==> src/sv/speed_pi_antiwindup_macros.svh <==
// Assertion macros for the speed PI controller with anti-windup.
`ifndef SPEED_PI_ANTIWINDUP_MACROS_SVH
`define SPEED_PI_ANTIWINDUP_MACROS_SVH

`ifndef SYNTHESIS

// Same-cycle implication, checked on clk, off during reset.
`define SPAW_ASSERT_IMP(lbl, ante, cons) \
  lbl: assert property (@(posedge clk) disable iff (!rst_n) (ante) |-> (cons)) \
    else $error("speed_pi_antiwindup: check failed");

// Next-cycle implication, checked on clk, off during reset.
`define SPAW_ASSERT_NXT(lbl, ante, cons) \
  lbl: assert property (@(posedge clk) disable iff (!rst_n) (ante) |=> (cons)) \
    else $error("speed_pi_antiwindup: check failed");

`else

`define SPAW_ASSERT_IMP(lbl, ante, cons)
`define SPAW_ASSERT_NXT(lbl, ante, cons)

`endif

`endif

==> src/sv/spaw_pkg.sv <==
// Widths, constants and register indexes of the speed PI controller.
package spaw_pkg;

  // Port widths
  localparam int CNT_IN_W   = 16;
  localparam int TILT_W     = 17;
  localparam int GAIN_W     = 32;
  localparam int LIM_W      = 16;
  localparam int CFG_IDX_W  = 4;
  localparam int CFG_DATA_W = 32;

  // Internal datapath widths
  localparam int FILT_W     = 24;
  localparam int SUM_W      = 48;
  localparam int ERR_W      = 25;
  localparam int P_W        = 33;
  localparam int FRAC       = 24;
  localparam int FILT_SHIFT = 16;
  localparam int ACC_W      = 82;
  localparam int TOT_W      = ACC_W - FRAC;
  localparam int DQ_W       = GAIN_W + FRAC;
  localparam int CNT_W      = 6;
  localparam int MUL_STEPS  = GAIN_W;
  localparam int DIV_STEPS  = DQ_W;

  // Filter coefficients in Q16: 0.3 new, 0.7 old
  localparam logic [GAIN_W-1:0] COEF_NEW = 32'd19661;
  localparam logic [GAIN_W-1:0] COEF_OLD = 32'd45875;

  // Rounding offsets preloaded into the accumulator
  localparam logic [ACC_W-1:0] FILT_ROUND = ACC_W'(32768);
  localparam logic [ACC_W-1:0] Q24_ROUND  = ACC_W'(8388608);
  localparam logic [FRAC-1:0]  Q24_HALF   = FRAC'(8388608);

  // Saturation bounds
  localparam logic [FILT_W-1:0] FILT_MAX = 24'h7FFFFF;
  localparam logic [FILT_W-1:0] FILT_MIN = 24'h800000;
  localparam logic [SUM_W-1:0]  SUM_MAX  = 48'h7FFF_FFFF_FFFF;
  localparam logic [SUM_W-1:0]  SUM_MIN  = 48'h8000_0000_0000;

  // Integral gains below this magnitude skip back-calculation
  localparam logic signed [GAIN_W-1:0] KI_TINY   = 32'sd1678;
  localparam logic signed [GAIN_W-1:0] KI_TINY_N = -32'sd1678;

  // Register reset values
  localparam logic [GAIN_W-1:0] GAIN_P_RST   = 32'hFFE6_6666;
  localparam logic [GAIN_W-1:0] GAIN_I_RST   = 32'hFFFF_EC57;
  localparam logic [LIM_W-1:0]  FALL_THR_RST = 16'd10240;
  localparam logic [LIM_W-1:0]  MAX_TILT_RST = 16'd2560;

  // Register indexes
  localparam logic [CFG_IDX_W-1:0] REG_GAIN_P   = 4'd0;
  localparam logic [CFG_IDX_W-1:0] REG_GAIN_I   = 4'd1;
  localparam logic [CFG_IDX_W-1:0] REG_FALL_THR = 4'd2;
  localparam logic [CFG_IDX_W-1:0] REG_MAX_TILT = 4'd3;

endpackage

==> src/sv/speed_pi_antiwindup.sv <==
// Speed-loop PI controller with back-calculation anti-windup, one shared adder.
//
// Input channel (in_valid/in_ready): one request per control tick carrying both
// encoder counts, the tilt angle and the speed goal. Result channel
// (out_valid/out_ready): the target tilt and the sticky fall flag.
// Config channel (cfg_valid/cfg_ready, always ready): index 0 gain_p, 1 gain_i,
// 2 fall_threshold, 3 max_tilt; other indexes are ignored.
//
// The sums and products run through one 82-bit adder under a sequencer: each of the
// five products is a 32-step shift-add, and the back-calculation divide is a
// 56-step restoring divide. in_ready is high only while the sequencer is idle,
// so a new request is not accepted until the previous result has been handed to
// the output register.
//
// The result sits in an output register, so a new request is accepted while
// it waits; a finished result then holds in the sequencer until the output
// register frees up. Reset (rst_n low at a clock edge) clears the filter,
// integrator and fall flag, drops out_valid and restores register defaults.
module speed_pi_antiwindup (
  input  logic                                   clk,
  input  logic                                   rst_n,
  input  logic                                   in_valid,
  output logic                                   in_ready,
  input  logic signed [spaw_pkg::CNT_IN_W-1:0]   in_count_left,
  input  logic signed [spaw_pkg::CNT_IN_W-1:0]   in_count_right,
  input  logic signed [spaw_pkg::TILT_W-1:0]     in_tilt_angle,
  input  logic signed [spaw_pkg::CNT_IN_W-1:0]   in_speed_goal,
  output logic                                   out_valid,
  input  logic                                   out_ready,
  output logic signed [spaw_pkg::TILT_W-1:0]     out_target_tilt,
  output logic                                   out_fallen,
  input  logic                                   cfg_valid,
  output logic                                   cfg_ready,
  input  logic        [spaw_pkg::CFG_IDX_W-1:0]  cfg_index,
  input  logic        [spaw_pkg::CFG_DATA_W-1:0] cfg_data
);
  import spaw_pkg::*;

`include "speed_pi_antiwindup_macros.svh"

  typedef enum logic [4:0] {
    S_IDLE, S_AVG, S_FMUL0, S_FMUL1, S_FILT, S_ERR, S_PMUL, S_NEXT, S_IMUL1,
    S_CHK, S_DSUB, S_DABS, S_DIV, S_DFIX, S_RES, S_IMUL2, S_CLAMP, S_DONE
  } state_t;

  // Config registers
  logic [GAIN_W-1:0] gain_p_r, gain_i_r;
  logic [LIM_W-1:0]  fall_thr_r, max_tilt_r;

  // Control and persistent state
  state_t            state_r, state_nxt;
  logic [CNT_W-1:0]  cnt_r, cnt_nxt;
  logic [FILT_W-1:0] filt_r, filt_nxt;
  logic [SUM_W-1:0]  es_r, es_nxt;
  logic              fall_r, fall_nxt;
  logic              out_valid_r, out_valid_nxt;

  // Datapath registers
  logic [CNT_IN_W-1:0] cl_r, cr_r, goal_r;
  logic [TILT_W-1:0]   tilt_r;
  logic [ACC_W-1:0]    acc_r, acc_nxt;
  logic [ACC_W-1:0]    mc_r, mc_nxt;
  logic [GAIN_W-1:0]   mplier_r, mplier_nxt;
  logic [ERR_W-1:0]    err_r, err_nxt;
  logic [P_W-1:0]      p_r, p_nxt;
  logic [SUM_W-1:0]    next_r, next_nxt;
  logic [TILT_W-1:0]   edge_r, edge_nxt;
  logic [GAIN_W-1:0]   dvs_r, dvs_nxt;
  logic                gneg_r, gneg_nxt;
  logic                qneg_r, qneg_nxt;
  logic [GAIN_W-1:0]   rem_r, rem_nxt;
  logic [DQ_W-1:0]     dq_r, dq_nxt;
  logic [TILT_W-1:0]   res_r, res_nxt;
  logic [TILT_W-1:0]   out_tilt_r, out_tilt_nxt;
  logic                out_fallen_r, out_fallen_nxt;

  // Shared adder
  logic [ACC_W-1:0] add_a, add_b, add_sum;
  logic             add_sub;

  // Helpers
  logic                    mul_last, div_last;
  logic [ACC_W-1:0]        acc_step, mc_step;
  logic [GAIN_W-1:0]       mplier_step;
  logic [FILT_W-1:0]       filt_sat;
  logic [SUM_W-1:0]        next_sat;
  logic [ACC_W-FILT_SHIFT-FILT_W:0] filt_top;
  logic [ACC_W-SUM_W:0]    sum_top;
  logic signed [TOT_W-1:0] tot_s, lim_s, lim_n;
  logic                    over, under, big, fall_hit;
  logic [TILT_W-1:0]       tilt_mag;
  logic [GAIN_W-1:0]       gi_mag, dabs_mag;
  logic                    div_ok;

  assign in_ready        = (state_r == S_IDLE);
  assign cfg_ready       = 1'b1;
  assign out_valid       = out_valid_r;
  assign out_target_tilt = out_tilt_r;
  assign out_fallen      = out_fallen_r;

  // Operand select for the shared adder
  always_comb begin
    add_a   = '0;
    add_b   = '0;
    add_sub = 1'b0;
    case (state_r)
      S_AVG: begin
        add_a = {{(ACC_W-CNT_IN_W){cl_r[CNT_IN_W-1]}}, cl_r};
        add_b = {{(ACC_W-CNT_IN_W){cr_r[CNT_IN_W-1]}}, cr_r};
      end
      S_FMUL0, S_FMUL1, S_PMUL, S_IMUL1, S_IMUL2: begin
        add_a   = acc_r;
        add_b   = mc_r;
        add_sub = mul_last;
      end
      S_ERR: begin
        add_a   = {{(ACC_W-CNT_IN_W-8){goal_r[CNT_IN_W-1]}}, goal_r, 8'h00};
        add_b   = {{(ACC_W-FILT_W){filt_r[FILT_W-1]}}, filt_r};
        add_sub = 1'b1;
      end
      S_NEXT: begin
        add_a = {{(ACC_W-SUM_W){es_r[SUM_W-1]}}, es_r};
        add_b = {{(ACC_W-ERR_W){err_r[ERR_W-1]}}, err_r};
      end
      S_DSUB: begin
        add_a   = {{(ACC_W-TILT_W){edge_r[TILT_W-1]}}, edge_r};
        add_b   = {{(ACC_W-P_W){p_r[P_W-1]}}, p_r};
        add_sub = 1'b1;
      end
      S_DABS: begin
        add_b   = acc_r;
        add_sub = 1'b1;
      end
      S_DIV: begin
        add_a   = {{(ACC_W-GAIN_W-1){1'b0}}, rem_r, dq_r[DQ_W-1]};
        add_b   = {{(ACC_W-GAIN_W){1'b0}}, dvs_r};
        add_sub = 1'b1;
      end
      S_DFIX: begin
        add_b   = {{(ACC_W-DQ_W){1'b0}}, dq_r};
        add_sub = qneg_r;
      end
      default: begin
        add_sub = 1'b0;
      end
    endcase
  end

  assign add_sum = add_a + (add_sub ? ~add_b : add_b) + {{(ACC_W-1){1'b0}}, add_sub};

  // Shift-add step: add (or subtract at the sign bit) the shifted multiplicand
  assign mul_last    = (cnt_r == CNT_W'(MUL_STEPS-1));
  assign div_last    = (cnt_r == CNT_W'(DIV_STEPS-1));
  assign acc_step    = mplier_r[0] ? add_sum : acc_r;
  assign mc_step     = {mc_r[ACC_W-2:0], 1'b0};
  assign mplier_step = {1'b0, mplier_r[GAIN_W-1:1]};

  // Filter saturation from the accumulator
  assign filt_top = acc_r[ACC_W-1:FILT_SHIFT+FILT_W-1];
  assign filt_sat = ((&filt_top) || !(|filt_top)) ?
                    acc_r[FILT_SHIFT+FILT_W-1:FILT_SHIFT] :
                    (acc_r[ACC_W-1] ? FILT_MIN : FILT_MAX);

  // Integral saturation from the adder
  assign sum_top  = add_sum[ACC_W-1:SUM_W-1];
  assign next_sat = ((&sum_top) || !(|sum_top)) ? add_sum[SUM_W-1:0] :
                    (add_sum[ACC_W-1] ? SUM_MIN : SUM_MAX);

  // Limit checks on the Q24 total
  assign tot_s = $signed(acc_r[ACC_W-1:FRAC]);
  assign lim_s = $signed({{(TOT_W-LIM_W){1'b0}}, max_tilt_r});
  assign lim_n = -lim_s;
  assign over  = (tot_s > lim_s);
  assign under = (tot_s < lim_n);
  assign big   = ($signed(gain_i_r) >= KI_TINY) || ($signed(gain_i_r) <= KI_TINY_N);
  assign gi_mag = gain_i_r[GAIN_W-1] ? (~gain_i_r + GAIN_W'(1)) : gain_i_r;

  // Fall detection
  assign tilt_mag = tilt_r[TILT_W-1] ? (~tilt_r + TILT_W'(1)) : tilt_r;
  assign fall_hit = (tilt_mag > {{(TILT_W-LIM_W){1'b0}}, fall_thr_r});

  // Divider helpers
  assign dabs_mag = acc_r[ACC_W-1] ? add_sum[GAIN_W-1:0] : acc_r[GAIN_W-1:0];
  assign div_ok   = !add_sum[ACC_W-1];

  // Sequencer
  always_comb begin
    state_nxt      = state_r;
    cnt_nxt        = cnt_r;
    filt_nxt       = filt_r;
    es_nxt         = es_r;
    fall_nxt       = fall_r;
    out_valid_nxt  = out_valid_r;
    acc_nxt        = acc_r;
    mc_nxt         = mc_r;
    mplier_nxt     = mplier_r;
    err_nxt        = err_r;
    p_nxt          = p_r;
    next_nxt       = next_r;
    edge_nxt       = edge_r;
    dvs_nxt        = dvs_r;
    gneg_nxt       = gneg_r;
    qneg_nxt       = qneg_r;
    rem_nxt        = rem_r;
    dq_nxt         = dq_r;
    res_nxt        = res_r;
    out_tilt_nxt   = out_tilt_r;
    out_fallen_nxt = out_fallen_r;

    // Result taken downstream
    if (out_valid_r && out_ready) begin
      out_valid_nxt = 1'b0;
    end

    case (state_r)
      S_IDLE: begin
        if (in_valid) begin
          state_nxt = S_AVG;
        end
      end
      // average, scaled to 8 fraction bits; start 0.3 * avg
      S_AVG: begin
        acc_nxt    = FILT_ROUND;
        mc_nxt     = {add_sum[ACC_W-8:0], 7'b0};
        mplier_nxt = COEF_NEW;
        cnt_nxt    = '0;
        state_nxt  = S_FMUL0;
      end
      S_FMUL0: begin
        acc_nxt    = acc_step;
        mc_nxt     = mc_step;
        mplier_nxt = mplier_step;
        cnt_nxt    = cnt_r + CNT_W'(1);
        if (mul_last) begin
          mc_nxt     = {{(ACC_W-FILT_W){filt_r[FILT_W-1]}}, filt_r};
          mplier_nxt = COEF_OLD;
          cnt_nxt    = '0;
          state_nxt  = S_FMUL1;
        end
      end
      S_FMUL1: begin
        acc_nxt    = acc_step;
        mc_nxt     = mc_step;
        mplier_nxt = mplier_step;
        cnt_nxt    = cnt_r + CNT_W'(1);
        if (mul_last) begin
          state_nxt = S_FILT;
        end
      end
      S_FILT: begin
        filt_nxt  = filt_sat;
        state_nxt = S_ERR;
      end
      // speed error; fall check
      S_ERR: begin
        err_nxt = add_sum[ERR_W-1:0];
        if (fall_hit) begin
          es_nxt    = '0;
          fall_nxt  = 1'b1;
          res_nxt   = '0;
          state_nxt = S_DONE;
        end else begin
          acc_nxt    = Q24_ROUND;
          mc_nxt     = add_sum;
          mplier_nxt = gain_p_r;
          cnt_nxt    = '0;
          state_nxt  = S_PMUL;
        end
      end
      S_PMUL: begin
        acc_nxt    = acc_step;
        mc_nxt     = mc_step;
        mplier_nxt = mplier_step;
        cnt_nxt    = cnt_r + CNT_W'(1);
        if (mul_last) begin
          state_nxt = S_NEXT;
        end
      end
      // latch P, form saturated integral, preload P into the I product
      S_NEXT: begin
        p_nxt      = acc_r[FRAC+P_W-1:FRAC];
        next_nxt   = next_sat;
        acc_nxt    = {{(ACC_W-FRAC-P_W){acc_r[FRAC+P_W-1]}},
                      acc_r[FRAC+P_W-1:FRAC], Q24_HALF};
        mc_nxt     = {{(ACC_W-SUM_W){next_sat[SUM_W-1]}}, next_sat};
        mplier_nxt = gain_i_r;
        cnt_nxt    = '0;
        state_nxt  = S_IMUL1;
      end
      S_IMUL1: begin
        acc_nxt    = acc_step;
        mc_nxt     = mc_step;
        mplier_nxt = mplier_step;
        cnt_nxt    = cnt_r + CNT_W'(1);
        if (mul_last) begin
          state_nxt = S_CHK;
        end
      end
      // overflow check on P + I(next)
      S_CHK: begin
        if (over || under) begin
          if (big) begin
            edge_nxt  = over ? lim_s[TILT_W-1:0] : lim_n[TILT_W-1:0];
            dvs_nxt   = gi_mag;
            gneg_nxt  = gain_i_r[GAIN_W-1];
            state_nxt = S_DSUB;
          end else begin
            es_nxt    = '0;
            state_nxt = S_RES;
          end
        end else begin
          es_nxt    = next_r;
          state_nxt = S_RES;
        end
      end
      S_DSUB: begin
        acc_nxt   = add_sum;
        state_nxt = S_DABS;
      end
      // magnitude of (edge - P) * 2^24 into the dividend
      S_DABS: begin
        dq_nxt    = {dabs_mag, {FRAC{1'b0}}};
        qneg_nxt  = acc_r[ACC_W-1] ^ gneg_r;
        rem_nxt   = '0;
        cnt_nxt   = '0;
        state_nxt = S_DIV;
      end
      // restoring divide, one quotient bit per cycle
      S_DIV: begin
        rem_nxt = div_ok ? add_sum[GAIN_W-1:0] : {rem_r[GAIN_W-2:0], dq_r[DQ_W-1]};
        dq_nxt  = {dq_r[DQ_W-2:0], div_ok};
        cnt_nxt = cnt_r + CNT_W'(1);
        if (div_last) begin
          state_nxt = S_DFIX;
        end
      end
      // quotient sign; magnitude stays below 2^46
      S_DFIX: begin
        es_nxt    = add_sum[SUM_W-1:0];
        state_nxt = S_RES;
      end
      S_RES: begin
        acc_nxt    = {{(ACC_W-FRAC-P_W){p_r[P_W-1]}}, p_r, Q24_HALF};
        mc_nxt     = {{(ACC_W-SUM_W){es_r[SUM_W-1]}}, es_r};
        mplier_nxt = gain_i_r;
        cnt_nxt    = '0;
        state_nxt  = S_IMUL2;
      end
      S_IMUL2: begin
        acc_nxt    = acc_step;
        mc_nxt     = mc_step;
        mplier_nxt = mplier_step;
        cnt_nxt    = cnt_r + CNT_W'(1);
        if (mul_last) begin
          state_nxt = S_CLAMP;
        end
      end
      // hard clamp to +-max_tilt
      S_CLAMP: begin
        if (over) begin
          res_nxt = lim_s[TILT_W-1:0];
        end else if (under) begin
          res_nxt = lim_n[TILT_W-1:0];
        end else begin
          res_nxt = tot_s[TILT_W-1:0];
        end
        state_nxt = S_DONE;
      end
      // hand over once the output register is free
      S_DONE: begin
        if (!out_valid_r || out_ready) begin
          out_tilt_nxt   = res_r;
          out_fallen_nxt = fall_r;
          out_valid_nxt  = 1'b1;
          state_nxt      = S_IDLE;
        end
      end
      default: begin
        state_nxt = S_IDLE;
      end
    endcase
  end

  // State, config and registered outputs
  always_ff @(posedge clk) begin
    if (!rst_n) begin
      state_r     <= S_IDLE;
      cnt_r       <= '0;
      filt_r      <= '0;
      es_r        <= '0;
      fall_r      <= 1'b0;
      out_valid_r <= 1'b0;
      gain_p_r    <= GAIN_P_RST;
      gain_i_r    <= GAIN_I_RST;
      fall_thr_r  <= FALL_THR_RST;
      max_tilt_r  <= MAX_TILT_RST;
    end else begin
      state_r     <= state_nxt;
      cnt_r       <= cnt_nxt;
      filt_r      <= filt_nxt;
      es_r        <= es_nxt;
      fall_r      <= fall_nxt;
      out_valid_r <= out_valid_nxt;
      if (cfg_valid && cfg_ready) begin
        case (cfg_index)
          REG_GAIN_P:   gain_p_r   <= cfg_data[GAIN_W-1:0];
          REG_GAIN_I:   gain_i_r   <= cfg_data[GAIN_W-1:0];
          REG_FALL_THR: fall_thr_r <= cfg_data[LIM_W-1:0];
          REG_MAX_TILT: max_tilt_r <= cfg_data[LIM_W-1:0];
          default: begin
          end
        endcase
      end
    end

    // capture request payload
    if (in_valid && in_ready) begin
      cl_r   <= in_count_left;
      cr_r   <= in_count_right;
      tilt_r <= in_tilt_angle;
      goal_r <= in_speed_goal;
    end

    acc_r        <= acc_nxt;
    mc_r         <= mc_nxt;
    mplier_r     <= mplier_nxt;
    err_r        <= err_nxt;
    p_r          <= p_nxt;
    next_r       <= next_nxt;
    edge_r       <= edge_nxt;
    dvs_r        <= dvs_nxt;
    gneg_r       <= gneg_nxt;
    qneg_r       <= qneg_nxt;
    rem_r        <= rem_nxt;
    dq_r         <= dq_nxt;
    res_r        <= res_nxt;
    out_tilt_r   <= out_tilt_nxt;
    out_fallen_r <= out_fallen_nxt;
  end

  // Checks
  `SPAW_ASSERT_NXT(a_busy_after_accept, in_valid && in_ready, !in_ready)
  `SPAW_ASSERT_NXT(a_fall_sticky, fall_r, fall_r)
  `SPAW_ASSERT_IMP(a_div_rem_bound, state_r == S_DIV, rem_r < dvs_r)
  `SPAW_ASSERT_NXT(a_out_drop, out_valid && out_ready && state_r != S_DONE, !out_valid)

endmodule
==> config.mk <==
export PLATFORM = sky130hd
export DESIGN_NAME = speed_pi_antiwindup
export DESIGN_NICKNAME = d
export VERILOG_FILES = /design/src/sv/spaw_pkg.sv /design/src/sv/speed_pi_antiwindup.sv
export VERILOG_INCLUDE_DIRS = /design/src /design/src/sv
export SDC_FILE = /design/constraint.sdc
export NUM_CORES = 2
export LEC_CHECK = 0
export BUFFER_PORTS_ARGS = -buffer_cell sky130_fd_sc_hd__buf_2
export CAP_MARGIN = 20
export CELL_PAD_IN_SITES_DETAIL_PLACEMENT = 0
export CELL_PAD_IN_SITES_GLOBAL_PLACEMENT = 2
export CORE_MARGIN = 1
export CORE_UTILIZATION = 37
export CTS_CLUSTER_DIAMETER = 80
export DETAILED_ROUTE_END_ITERATION = 6
export PLACE_DENSITY_LB_ADDON = 0.2
export SKIP_CTS_REPAIR_TIMING = 1
export SYNTH_ARGS = -nofsm -noshare
export SYNTH_HDL_FRONTEND = slang
export SYNTH_SLANG_ARGS = --single-unit
==> constraint.sdc <==
create_clock -name clk -period 8.7 [get_ports clk]
set_input_delay 0.87 -clock clk [delete_from_list [all_inputs] [get_ports clk]]
set_output_delay 0.87 -clock clk [all_outputs]
set_load 0.02 [all_outputs]
# == Word-level counts from Yosys, hierarchy flattened ==
# Cells that the tools add are included.
# word_totals
input_bits,106
output_inout_bits,21
word_cells,178
reg_bits,722
# classes
n_bitwise,5
n_eq_ne,34
muxes,50
n_lt_le_gt_ge,5
n_addsub,6
reduce_logical,46
# ops
cell,n
82-bit one-hot mux with 6 select lines,3
82-bit one-hot mux with 8 select lines,1
82-bit two-way mux,5
48-bit two-way mux,5
32-bit one-hot mux with 5 select lines,1
48-bit one-hot mux with 3 select lines,1
56-bit one-hot mux with 2 select lines,1
32-bit two-way mux,3
5-bit one-hot mux with 18 select lines,1
82-bit by 1-bit adder with 82-bit output,1
82-bit adder,1
82-bit inverter,1
17-bit two-way mux,4
32-bit one-hot mux with 2 select lines,1
31-bit two-way mux,2
58-bit by 17-bit greater-than comparator with 1-bit output,1
58-bit < comparator,1
16-bit negation with 58-bit output,1
5-bit two-way mux,10
24-bit two-way mux,2
43-bit AND reduction,1
43-bit OR reduction,1
5-bit by 4-bit == test with 1-bit output (second input constant),8
35-bit AND reduction,1
other kinds (46),89

# == Depth between registers and ports, before layout ==
# logic_depth
depth_word,12
mapped_depth,29
depth_no_buf,25

# == Worst setup path before layout ==
# No wires, ideal clock.
# synth_path
kind,reg2reg
startpoint,register state_r[3]
endpoint,register mc_r[35] (data pin)
path_buffers,5
t_arrival_ps,8427
path_stages_with_launch,27
path_slack_ps,5
t_required_ps,8432
setup_time_ps,268
synth_period_minus_slack_ps,8695
path_cell_list,dfxtp_1 -> inv_2 -> nand2_1 -> nor2_1 -> nand2_2 -> inv_2 -> clkbuf_1 -> clkbuf_1 -> clkbuf_1 -> a22oi_1 -> nand3_1 -> ha_1 -> clkbuf_1 -> and3_1 -> a221o_1 -> a211oi_2 -> o22ai_1 -> o31a_1 -> o311ai_2 -> nand2_1 -> nand4b_1 -> or4_1 -> nor4_4 -> o21bai_1 -> buf_2 -> a221oi_1 -> o22ai_1
# synth_via
elab_chain_cells,12
elab_cells_between_ends,31
cone_classes,add/sub: 2; eq/ne: 13; mux: 8; bitwise: 1; reduce/logical: 7
# synth_lines
item,line_no,rtl
start: declaration,speed_pi_antiwindup.sv:51,"state_t state_r, state_nxt;"
start signal: assignment,speed_pi_antiwindup.sv:398,state_r <= state_nxt;
5-bit by 4-bit == test with 1-bit output (tied with other cells),"speed_pi_antiwindup.sv:106, speed_pi_antiwindup.sv:215",
5-bit OR reduction (no line),n/a,
82-bit one-hot mux with 8 select lines,speed_pi_antiwindup.sv:106,case (state_r)
82-bit inverter,speed_pi_antiwindup.sv:149,"assign add_sum = add_a + (add_sub ? ~add_b : add_b) + {{(ACC_W-1){1'b0}}, add_sub};"
82-bit two-way mux,speed_pi_antiwindup.sv:149,
82-bit adder,speed_pi_antiwindup.sv:149,
82-bit by 1-bit adder with 82-bit output,speed_pi_antiwindup.sv:149,
35-bit OR reduction,speed_pi_antiwindup.sv:166,assign next_sat = ((&sum_top) || !(|sum_top)) ? add_sum[SUM_W-1:0] :
1-bit zero test,speed_pi_antiwindup.sv:166,
1-bit logical OR,speed_pi_antiwindup.sv:166,
48-bit two-way mux,speed_pi_antiwindup.sv:166,
82-bit one-hot mux with 6 select lines *,speed_pi_antiwindup.sv:215,case (state_r)
named net mc_nxt[35],speed_pi_antiwindup.sv:62,"logic [ACC_W-1:0] mc_r, mc_nxt;"
end signal: assignment,speed_pi_antiwindup.sv:425,mc_r <= mc_nxt;
end: declaration,speed_pi_antiwindup.sv:62,
# The timed path passes the listed nets; every way through them passes the cells marked *. The select of a mux whose other input is x is not followed.
# A chain may end at the register's enable or synchronous reset.

# == Worst setup path after layout ==
# layout_path
startpoint,register state_r[4]
endpoint,register mc_r[18] (data pin)
# Same word-level chain as after synthesis.

==> flow_metrics.tcl <==
set metrics [dict create \
    worstHoldPathType "input pin to register" \
    grt_pass1_vias 38310 \
    slew_violations 0 \
    peakVddDrop_v 0.0002460 \
    cp.required_ns 9.21 \
    max_stage_delay_ns 0.94 \
    ys_seq_area_frac 0.4562 \
    synthCells 4666 \
    violations "design-rule violations, negative setup slack" \
    clk_latency_ns 0.68 \
    synth_ff_type "edfxtp_1" \
    synth_nets 4948 \
    grt_remaining_overflow 0 \
    cts_htree_levels 3 \
    cp_data_arrival_time_ns 9.29 \
    groute.usage.overall 0.3318 \
    critPathMaxFanout 54 \
    grt_util_met1 0.4426 \
    crit_buf_inv 8 \
    start_util 0.3738 \
    grt_max_degree 120 \
    drc 21 \
    area_growth_pct 13.03 \
    die_w_microns 345.1 \
    p_per_area_nw_per_um2 443.1 \
    top_usage_layer "met2" \
    core_sq_um 116500 \
    post-route-period-util 1.010 \
    dp_hpwl_mm 150.3 \
    cts_tree "built" \
    worstReg2RegStart "state_r[4]" \
    cp_slowest_cell "nor3_1" \
    relSlewSlack 0.1565 \
    timing.setup.tns_ns -1.543 \
    end_kind "register" \
    gp_congestion 0.9682 \
    die_h_microns 345.1 \
    avgSynthCellArea_sq_um 9.335 \
    drv_cap 0 \
    synth_cell_type_count 100 \
    rr_worst_depth 28 \
    hold_path_end "cr_r[5]" \
    fin_crit_ns 8.783 \
    setup_viol 36 \
    outcome "finished, violations left" \
    hold_slack_ns 0.3756 \
    synthArstFlopShare 0 \
    ys_seq_elements 722 \
    r2r_end "mc_r[18]" \
    worstSetupStartpoint "state_r[4]" \
    rsz0062_at_grt "false" \
    hp-start "in_count_right[5]" \
    boundaryPins 127 \
    first_pass_iters 7 \
    path_delay_family "simple AND/OR/NAND/NOR gates" \
    cts.sinks 722 \
    fillers 11610 \
    portBuffers 125 \
    synth_area_sq_um 43560 \
    finClkSkew_ns 0.03595 \
    synth_edf_count 541 \
    nNetsFinal 4977 \
    fmax_mhz 113.9 \
    p_total_mw 21.81 \
    grt_pass1_wl_mm 288.7 \
    cts_buffer_depth 3 \
    crit_top_cell "buf_4" \
    dr_total_vias 40330 \
    wl_per_cell_microns 32.33 \
    drtIter0Drc 5791 \
    setup_slack_ns -0.08270 \
    antenna_found_initial 3 \
    dieArea_sq_um 119100 \
    final-hold-violation-count 0 \
    cts_buffers 82 \
    root_buffer "clkbuf_16" \
    worst_pin_slew_ns 1.256 \
    post-route-util 0.4225 \
    grt_use_met3 0.05089 \
    gr-usage-met2 0.5125 \
    clk_pin_slew_ns 0.06 \
    r2r_slack_ns -0.08 \
    leakagePower_nw 18.27 \
    final_layout_size_suffix_gt1_frac 0.1102 \
    startpoint_type "register" \
    drt-vias-per-instance 6.412 \
    ys_warn_count 0 \
    wl_mm 203.4 \
    rows 125 \
    ant_nets 0 \
    path_class "register to register" \
    whs_path_depth 1 \
]
[final cells by class]
type	count	area, sq um	area share
Tap cell	1524	1907	0.03873
Clock inverter	38	416.7	0.008463
Multi-Input combinational cell	3454	22050	0.4480
Antenna cell	1	2.502	0.00005083
Timing Repair Buffer	314	2196	0.04460
Sequential cell	722	19870	0.4036
Clock buffer	116	2322	0.04717
Inverter	121	462.9	0.009404
[per-layer routing]
layer	wire length, microns	share of wire
met5	13	0.000064
met1	82660	0.41
met2	90370	0.44
met4	12400	0.061
met3	17940	0.088
[kinds of logic (layout without fill, tap and decap cells)]
logic type      count (synthesis)  after routing  share of synthesized area
simple gates                 1531           1531                     0.1630
compound gates               1463           1463                     0.2280
flops                         722            722                     0.4562
buf+inv                       490            589                    0.04309
xor+xnor                      221            221                    0.04444
fa+ha+maj                     177            177                    0.05096
mux                            61             61                    0.01425
other cells                     1              2                 0.00008610
[registers in the layout (all words and copies together) (netlist names), 24 cells and up]
signal,count
dq_r,56
dvs_r,32
next_r,48
err_r,25
p_r,33
es_r,48
rem_r,32
gain_p_r,32
acc_r,82
filt_r,24
mc_r,82
mplier_r,32
gain_i_r,32
[worst reg2reg max path, delay by kind of cell (launching register included)]
family	cells	cell delay (ns)
and+or+nand+nor	10	3.12
AOI/OAI and AO/OA	8	2.62
buffers and inverters	8	1.95
adders and majority gates	1	0.48
DFF	1	0.33
xor gates and xnor gates	1	0.12
[power by group]
part	switching, mW	internal, mW	leakage, nW
registers	0.787	5.00	6.45
clock network	1.53	2.06	1.34
logic	8.80	3.63	10.5
[through the flow]
step / area (sq um) / setup slack (ns) / cells
after floorplan: 43560 / 0.004649 / 4666
after global placement: 46420 / -0.04384 / 6130
after detailed placement: 46460 / 0.05751 / 6134
after CTS: 49200 / 0.04407 / 6288
after global routing: 49230 / 0.007963 / 6289
final: 49230 / -0.08270 / 6290
[cells in the mapped netlist (34+ instances only)]
cell type / number / area [sq um]
nand4_1: 103 / 644.4
a221oi_1: 118 / 1033
mux2i_1: 55 / 550.5
a22oi_1: 75 / 563.0
a222oi_1: 101 / 1011
edfxtp_1: 541 / 16250
xor2_1: 55 / 481.7
a31oi_1: 34 / 212.7
clkbuf_1: 302 / 1134
and3_1: 42 / 262.8
nand3_1: 149 / 745.7
inv_1: 118 / 442.9
a211oi_1: 49 / 367.9
nor3_1: 93 / 465.5
a21o_1: 99 / 743.2
dfxtp_1: 181 / 3623
a21oi_1: 358 / 1792
ha_1: 175 / 2190
xnor2_1: 166 / 1454
buf_1: 46 / 172.7
o21ai_0: 314 / 1572
nor2_1: 326 / 1224
nor4_1: 38 / 237.7
nand2_1: 604 / 2267
[worst max path at each step]
stage / depth (start not counted) / endpoint
finish: 28 / mc_r[18]
global route: 28 / next_r[21]
CTS: 23 / mc_r[36]
detailed placement: 23 / mc_r[14]
global placement: 28 / next_r[13]
floorplan: 26 / mc_r[35]
[layout by cell type, fill, tap and decap left out, types with 20 or more instances in the layout]
| cell | netlist | layout |
|---|---|---|
| inv_1 | 118 | 116 |
| buf_4 | 2 | 176 |
| a221oi_1 | 118 | 118 |
| clkbuf_1 | 302 | 22 |
| and3_1 | 42 | 41 |
| nand4_1 | 103 | 103 |
| a31oi_1 | 34 | 30 |
| or3_1 | 30 | 30 |
| dfxtp_1 | 181 | 181 |
| xor2_1 | 55 | 54 |
| nand2b_1 | 21 | 21 |
| o21ai_0 | 314 | 310 |
| nand2_1 | 604 | 603 |
| o211ai_1 | 30 | 30 |
| a22oi_1 | 75 | 75 |
| a21o_1 | 99 | 99 |
| a222oi_1 | 101 | 101 |
| mux2i_1 | 55 | 55 |
| nor4_1 | 38 | 37 |
| xnor2_1 | 166 | 166 |
| nand3_1 | 149 | 149 |
| clkbuf_16 | 0 | 84 |
| o21a_1 | 29 | 28 |
| buf_2 | 18 | 124 |
| nor3_1 | 93 | 88 |
| edfxtp_1 | 541 | 541 |
| a211oi_1 | 49 | 48 |
| ha_1 | 175 | 175 |
| nor2_1 | 326 | 322 |
| a221o_1 | 21 | 21 |
| a21oi_1 | 358 | 357 |
| o31ai_1 | 21 | 21 |
| nor2b_1 | 20 | 20 |
| o21bai_1 | 21 | 21 |
| o22ai_1 | 29 | 29 |
| a22o_1 | 24 | 24 |
Note: power is estimated with default switching activity, not from simulation.
